$ cat src/mcd_pkg.sv
`timescale 1ns / 1ps

package mcd_pkg;

  // event kinds
  typedef enum logic [1:0] {
    OP_PRESS  = 2'd0,
    OP_MOTION = 2'd1,
    OP_TICK   = 2'd2
  } mcd_op_e;

  // register indexes on the config port
  localparam logic CFG_TOLERANCE = 1'b0;
  localparam logic CFG_WINDOW    = 1'b1;

  // register reset values
  localparam logic [7:0]  TOLERANCE_RESET = 8'd3;
  localparam logic [15:0] WINDOW_RESET    = 16'd250;

  localparam logic [7:0] CLICKS_MAX = 8'hFF;

  // one pointer event as held in the input register
  typedef struct packed {
    logic [1:0]  op;
    logic [15:0] pos_x;
    logic [15:0] pos_y;
    logic [15:0] elapsed_ms;
  } mcd_event_t;

  // one result beat
  typedef struct packed {
    logic       fired;
    logic [7:0] click_count;
  } mcd_result_t;

endpackage

$ cat src/multi_click_detector.sv
`timescale 1ns / 1ps

// channel  direction  handshake            payload
// in       input      in_valid_i/in_stall_o    operation, pos_x, pos_y, elapsed_ms
// out      output     out_valid_o/out_stall_i  fired, click_count
// cfg      input      cfg_valid_i/cfg_ready_o  cfg_index_i, cfg_data_i
//
// one event per cycle while in_stall_o is low; a result passes through the input
// register, then the result register, and is set by the single state update.
// reset clears the sequence state and loads tolerance 3, window 250.
// a stalled result holds; the input register still drains into an empty
// result register, so input is stalled only when both registers are full
// and the result is stalled.
// cfg_ready_o is always high.

module multi_click_detector import mcd_pkg::*; (
  input  logic        clk_i,
  input  logic        rst_ni,
  input  logic        in_valid_i,
  output logic        in_stall_o,
  input  logic [1:0]  operation_i,
  input  logic [15:0] pos_x_i,
  input  logic [15:0] pos_y_i,
  input  logic [15:0] elapsed_ms_i,
  output logic        out_valid_o,
  input  logic        out_stall_i,
  output logic        fired_o,
  output logic [7:0]  click_count_o,
  input  logic        cfg_valid_i,
  output logic        cfg_ready_o,
  input  logic        cfg_index_i,
  input  logic [15:0] cfg_data_i
);

  logic [7:0]  tolerance_q;
  logic [15:0] window_q;

  logic        ev_valid_q;
  mcd_event_t  ev_q;
  logic        res_valid_q;
  mcd_result_t res_q;
  mcd_result_t res_d;
  logic        advance;

  // config registers
  assign cfg_ready_o = 1'b1;

  always_ff @(posedge clk_i or negedge rst_ni) begin
    if (!rst_ni) begin
      tolerance_q <= TOLERANCE_RESET;
      window_q    <= WINDOW_RESET;
    end else if (cfg_valid_i) begin
      unique case (cfg_index_i)
        CFG_TOLERANCE: tolerance_q <= cfg_data_i[7:0];
        CFG_WINDOW:    window_q    <= cfg_data_i;
        default: begin
        end
      endcase
    end
  end

  // pipeline control
  assign advance    = ev_valid_q && (!res_valid_q || !out_stall_i);
  assign in_stall_o = ev_valid_q && res_valid_q && out_stall_i;

  // input register
  always_ff @(posedge clk_i or negedge rst_ni) begin
    if (!rst_ni) begin
      ev_valid_q <= 1'b0;
    end else if (!in_stall_o) begin
      ev_valid_q <= in_valid_i;
    end
  end

  always_ff @(posedge clk_i) begin
    if (in_valid_i && !in_stall_o) begin
      ev_q <= '{op: operation_i, pos_x: pos_x_i, pos_y: pos_y_i,
                elapsed_ms: elapsed_ms_i};
    end
  end

  mcd_core u_core (
    .clk_i       (clk_i),
    .rst_ni      (rst_ni),
    .step_i      (advance),
    .event_i     (ev_q),
    .tolerance_i (tolerance_q),
    .window_i    (window_q),
    .result_o    (res_d)
  );

  // result register
  always_ff @(posedge clk_i or negedge rst_ni) begin
    if (!rst_ni) begin
      res_valid_q <= 1'b0;
    end else if (advance) begin
      res_valid_q <= 1'b1;
    end else if (!out_stall_i) begin
      res_valid_q <= 1'b0;
    end
  end

  always_ff @(posedge clk_i) begin
    if (advance) begin
      res_q <= res_d;
    end
  end

  assign out_valid_o   = res_valid_q;
  assign fired_o       = res_q.fired;
  assign click_count_o = res_q.click_count;

endmodule

$ cat src/mcd_core.sv
`timescale 1ns / 1ps

module mcd_core import mcd_pkg::*; (
  input  logic        clk_i,
  input  logic        rst_ni,
  input  logic        step_i,
  input  mcd_event_t  event_i,
  input  logic [7:0]  tolerance_i,
  input  logic [15:0] window_i,
  output mcd_result_t result_o
);

  logic        counting_q, counting_d;
  logic [7:0]  clicks_q, clicks_d;
  logic [15:0] anchor_x_q, anchor_x_d;
  logic [15:0] anchor_y_q, anchor_y_d;
  logic [15:0] silence_q, silence_d;

  logic [15:0] diff_x, diff_y;
  logic        near;

  // per-axis distance to the anchor
  assign diff_x = (event_i.pos_x >= anchor_x_q) ? (event_i.pos_x - anchor_x_q)
                                                : (anchor_x_q - event_i.pos_x);
  assign diff_y = (event_i.pos_y >= anchor_y_q) ? (event_i.pos_y - anchor_y_q)
                                                : (anchor_y_q - event_i.pos_y);
  assign near = (diff_x <= {8'd0, tolerance_i}) && (diff_y <= {8'd0, tolerance_i});

  // event handling
  always_comb begin
    counting_d  = counting_q;
    clicks_d    = clicks_q;
    anchor_x_d  = anchor_x_q;
    anchor_y_d  = anchor_y_q;
    silence_d   = silence_q;
    result_o    = '0;
    unique case (mcd_op_e'(event_i.op))
      OP_PRESS: begin
        if (!counting_q) begin
          counting_d = 1'b1;
          clicks_d   = 8'd1;
          anchor_x_d = event_i.pos_x;
          anchor_y_d = event_i.pos_y;
          silence_d  = window_i;
        end else if (near) begin
          if (clicks_q != CLICKS_MAX) begin
            clicks_d = clicks_q + 8'd1;
          end
          silence_d = window_i;
        end else begin
          counting_d = 1'b0;
          clicks_d   = '0;
          silence_d  = '0;
        end
      end
      OP_MOTION: begin
        if (counting_q && !near) begin
          counting_d = 1'b0;
          clicks_d   = '0;
          silence_d  = '0;
        end
      end
      OP_TICK: begin
        if (counting_q) begin
          if (event_i.elapsed_ms >= silence_q) begin
            result_o.fired       = 1'b1;
            result_o.click_count = clicks_q;
            counting_d = 1'b0;
            clicks_d   = '0;
            silence_d  = '0;
          end else begin
            silence_d = silence_q - event_i.elapsed_ms;
          end
        end
      end
      // unused code leaves the state alone
      default: begin
      end
    endcase
  end

  // sequence state
  always_ff @(posedge clk_i or negedge rst_ni) begin
    if (!rst_ni) begin
      counting_q <= 1'b0;
      clicks_q   <= '0;
      anchor_x_q <= '0;
      anchor_y_q <= '0;
      silence_q  <= '0;
    end else if (step_i) begin
      counting_q <= counting_d;
      clicks_q   <= clicks_d;
      anchor_x_q <= anchor_x_d;
      anchor_y_q <= anchor_y_d;
      silence_q  <= silence_d;
    end
  end

endmodule

$ cat config.mk
export PLATFORM = sky130hd
export DESIGN_NAME = multi_click_detector
export DESIGN_NICKNAME = d
export VERILOG_FILES = /design/src/mcd_pkg.sv /design/src/multi_click_detector.sv /design/src/mcd_core.sv
export SDC_FILE = /design/constraint.sdc
export NUM_CORES = 1
export LEC_CHECK = 0
export BUFFER_PORTS_ARGS = -buffer_cell sky130_fd_sc_hd__buf_4
export CELL_PAD_IN_SITES_DETAIL_PLACEMENT = 1
export CELL_PAD_IN_SITES_GLOBAL_PLACEMENT = 1
export CORE_UTILIZATION = 43
export CTS_BUF_LIST = sky130_fd_sc_hd__clkbuf_4 sky130_fd_sc_hd__clkbuf_8 sky130_fd_sc_hd__clkbuf_16
export CTS_CLUSTER_DIAMETER = 120
export DETAILED_ROUTE_END_ITERATION = 12
export PLACE_DENSITY_LB_ADDON = 0.1
export SLEW_MARGIN = 5
export SYNTH_ARGS = -nofsm -noshare
export SYNTH_HDL_FRONTEND = slang
export SYNTH_HIERARCHICAL = 1
export SYNTH_SLANG_ARGS = --single-unit
$ cat constraint.sdc
create_clock -name clk_i -period 12.5 [get_ports clk_i]
set_input_delay 3.75 -clock clk_i [delete_from_list [all_inputs] [get_ports clk_i]]
set_output_delay 3.75 -clock clk_i [all_outputs]
set_load 0.01 [all_outputs]
## Word-level counts from Yosys, hierarchy flattened

Index checks and enable logic that the tools add are counted.

| operators by class | value |
|---|---|
| $add $sub $neg | 6 |
| order comparisons | 5 |
| eq/ne operators | 8 |
| multiplexer cells | 24 |
| bitwise logic cells | 2 |
| reduce and logical (&&, ||, !) cells | 21 |

Operators with widths:

| operator | count |
|---|---|
| 2-to-1 mux 16 bit | 7 |
| subtractor 16 bit | 5 |
| greater-or-equal comparator 16 bit | 3 |
| 2-to-1 mux 8 bit | 6 |
| case mux 16 bit (3 select lines) | 1 |
| <= comparator 16 x 8 -> 1 bit | 2 |
| case mux 8 bit (3 select lines) | 1 |
| 2-to-1 mux 9 bit | 1 |
| AND reduction 3 bit | 3 |
| adder 8 x 1 -> 8 bit, second input constant | 1 |
| inequality test 2 x 1 -> 1 bit, second input constant | 4 |
| inequality test 8 bit, second input constant | 1 |
| 2-to-1 mux 1 bit | 7 |
| logical AND 1 bit | 6 |
| AND reduction 2 bit | 3 |
| AND reduction 6 bit | 1 |
| zero test 1 bit | 4 |
| inequality test 4 bit, second input constant | 1 |
| AND reduction 4 bit | 1 |
| case mux 1 bit (3 select lines) | 1 |
| nonzero test 3 bit | 1 |
| equality test 2 x 1 -> 1 bit, second input constant | 1 |
| equality test 2 bit, second input constant | 1 |
| zero test 2 bit | 1 |
| other kinds (2) | 3 |

| storage, ports and cells | value |
|---|---|
| register bits | 142 |
| input port bits | 72 |
| logic and storage cells | 81 |

## Logic depth before layout (Yosys ltp)

| depth | value |
|---|---|
| depth in word-level cells | 8 |
| gate-level depth with buffers | 25 |
| gate-level depth less buffers | 22 |

## Modules after synthesis

Netlist, hierarchy kept.

Modules (own cells, without submodules):

| module | times used | cells an instance | area each (um^2) | sequential area each (um^2) |
|---|---|---|---|---|
| mcd_core | 1 | 905 | 7190.6 | 1426.4 |
| multi_click_detector | 1 | 121 | 2866.5 | 2432.3 |

## Least setup slack after synthesis

No wires, ideal clock.

| timing path | value |
|---|---|
| kind | input port to output port |
| start | input out_stall_i |
| end | output in_stall_o |
| arrival time | 3939 ps |
| required time | 8750 ps |
| slack | 4811 ps |
| cell stages on the path | 2 |
| path buffers | 0 |
| path through | nand3_1 -> inv_1 |

| between the ends | value |
|---|---|
| word-level cells in the longest chain between the ends | 1 |

RTL lines:

| what | line | RTL |
|---|---|---|
| start: declaration | multi_click_detector.sv:26 | `input logic out_stall_i,` |
| logical AND 1 bit | multi_click_detector.sv:64 | `assign in_stall_o = ev_valid_q && res_valid_q && out_stall_i;` |
| end: declaration | multi_click_detector.sv:20 | `output logic in_stall_o,` |

Every way passes these cells.

## Worst setup path in the final report

Ends and elaborated chain as after synthesis.

==> summary.md <==
| Metric | Value |
|---|---|
| CTS Hold Bufs | `0` |
| Minimum clock period after layout | `7.92 ns` |
| Final wirelength | `~25000 µm` |
| Seq/Total Area, Yosys | `0.384` |
| Die height | `approximately 150 µm` |
| Layout cells sized above 1 | `0.175` |
| DR vias/cell | `roughly 5.4` |
| Most frequent cells in the layout | `inv_1, ha_1, buf_4` |
| Area growth from synthesis to layout | `13.6%` |
| DRC errors left | `0` |
| Initial antenna violation count | `0` |
| CTS tree | `done` |
| CTS H-tree depth | `4` |
| Max Slew Vio Count | `0` |
| Critical-path cell list | `buf_4 -> nand3_1 -> inv_1 -> buf_4` |
| Clock Root Buffer | `clkbuf_16` |
| Mapped cell area | `10100 µm²` |
| Number of synthesized flops with an enable pin | `about 60` |
| Final HPWL DP | `18300 µm` |
| Power Density | `213 nW/µm²` |
| Largest net degree at the start of global routing | `63` |
| Most common cell after layout, fill and taps aside | `inv_1` |
| Post-layout util | `0.502` |
| # setup viols final | `0` |
| First-pass GRT wire length | `41200 µm` |
| Netlist cell types | `between 70 and 80` |
| Total GRT Usage | `0.219` |
| Total power | `around 2.4 mW` |
| Vias post-DR | `approximately 7600` |
| Reg2reg setup slack | `~7 ns` |
| Fin crit share | `0.634` |
| Critical Path RT | `roughly 8.8 ns` |
| Clk_lat worst skew | `~0.43 ns` |
| Crit path max-delay family | `buffers and inverters` |
| Critical Path Source Type | `primary input` |
| CTS Buf Count | `17` |
| Clock buffer depth | `2` |
| Max incr delay on CP | `0.14 ns` |
| Rel. slew slack | `0.440` |
| Worst Skew | `around 0.012 ns` |
| Pre-antenna DRT Iters | `4` |
| Worst Setup End Kind | `output pin` |
| Vias in the first global route | `8115` |
| Synthesized Nets | `1202` |
| Critical path buffers and inverters | `3` |
| Final net count | `around 1300` |
| Ant. Diodes | `0` |
| Area of placed instances | `approximately 11000 µm²` |
| CP max stage cell | `buf_4` |
| Port bufs | `slightly above 80` |
| Top FF cell, synth | `dfrtp_1` |
| Async SR Flop Fraction | `0.585` |
| Initial DRC Count | `about 320` |
| Fmax | `between 100 and 150 MHz` |
| CORE AREA | `about 23000 µm²` |
| Die area | `24000 µm²` |
| Worst Hold Class | `reg -> reg` |
| Postcts setup bufs | `0` |
| DR WL/cell | `roughly 17 µm` |
| Syn Area/Cell | `slightly below 10 µm²` |
| Max-cap violations | `0` |
| Initial Util | `0.442` |
| ANT nets after route | `0` |
| Die width | `between 150 and 200 µm` |
| Io pins | `84` |
| Critical path arrival | `between 4 and 5 ns` |
| Ys Warns | `6` |
| Final Hold Vio Count | `0` |
| Cell Rows | `55` |
| Tightest Pin Transition | `0.830 ns` |
| Post_cts resized | `0` |
| Clock Sink Count | `142` |
| DP Cell Count | `about 1400` |
| Setup_tns | `0 ns` |
| Status | `finished, final reports clean` |
| Most used cell, CP | `buf_4` |
| Final non-filler cell total | `~1400` |
| Crit path kind | `in -> out` |
| Design Area, Final | `around 11000 µm²` |
| CTS clk-pin slew, worst paths | `~0.06 ns` |
| Leakage | `about 5.3 nW` |
| GPL Wtd Cong | `0.823` |
| Synth Register Bits | `~140` |
| RSZ-0062 raised after global routing | `no` |
| Worst-case vdd ir drop | `0.000101 V` |
| Max Fanout on Critical Path | `3` |
| GRT overflow | `0` |
| Synth Instances | `1026` |
[cell families (layout without fill, tap and decap cells)]
family | Yosys count | count (layout) | synth area share
AO/OA/AOI/OAI | 296 | 296 | 0.197
AND/OR/NAND/NOR | 216 | 216 | 0.106
buffers and inverters | 168 | 251 | 0.0745
flip-flops | 142 | 142 | 0.384
adder cells (fa/ha/maj) | 104 | 104 | 0.133
multiplexers | 56 | 56 | 0.0664
XOR/XNOR | 43 | 43 | 0.0382
other | 1 | 1 | 0.000373
[report_power, final]
group	switching, mW	internal, mW
clock network	0.225	0.266
logic	0.757	0.540
registers	0.0635	0.581
[flip-flops by register name (all words and copies together), names as in the netlist]
register	count
click_count_o	8
ev_q	50
ev_valid_q	1
fired_o	1
out_valid_o	1
tolerance_q	8
u_core/anchor_x_q	16
u_core/anchor_y_q	16
u_core/clicks_q	8
u_core/counting_q	1
u_core/silence_q	16
window_q	16
[cell type report]
cell class | instances | area (µm²)
clock buffer | 19 | 447
clock inverter | 13 | 106
fill | 2569 | 11400
inverter | 129 | 484
multi-input combinational | 716 | 5460
sequential | 142 | 3860
tap | 313 | 392
timing repair buffer | 90 | 676
[routing by layer]
| layer | GRT usage | share of wire | vias up |
|---|---|---|---|
| li1 | - | - | 3771 |
| met1 | 0.279 | 0.47 | 3752 |
| met2 | 0.385 | 0.49 | 106 |
| met3 | 0.0362 | 0.024 | 17 |
| met4 | 0.0561 | 0.012 | 0 |
| met5 | 0 | 0 | - |
[worst paths after layout]
| path | startpoint | to | cells after the start |
|---|---|---|---|
| min reg2reg | ev_valid_q | out_valid_o | 1 |
| max | out_stall_i | in_stall_o | 4 |
| min | ev_valid_q | out_valid_o | 1 |
| max in group asynchronous | rst_ni | u_core/anchor_x_q[3] | 2 |
| max reg2reg | ev_q[16] | u_core/silence_q[10] | 21 |
| min in group asynchronous | rst_ni | u_core/anchor_y_q[10] | 1 |
[cell usage after synthesis (all sizes together) (11+ instances only)]
cell type,instances,share of area
clkbuf,19,0.010
dfrtp,75,0.19
nor2,45,0.017
nand4,17,0.011
inv,129,0.048
nor2b,13,0.0081
buf,20,0.016
nor3,15,0.0075
xor2,14,0.012
ha,99,0.12
mux2i,24,0.024
a21oi,84,0.042
o21ai,75,0.038
xnor2,29,0.026
and2,12,0.0075
nand2,67,0.026
nand3,14,0.0070
a21o,23,0.017
edfxtp,59,0.18
mux2,32,0.043
a211oi,12,0.011
o21bai,13,0.0097
a22oi,11,0.0082
[through the flow]
step	setup WS [ns]	hold slack (ns)
after CTS	4.57	0.484
after global placement	4.59	0.455
after detailed placement	4.57	0.468
final	4.58	0.477
after floorplan	4.81	0.442
after global routing	4.55	0.517
Power figures use the tool's default switching activity.
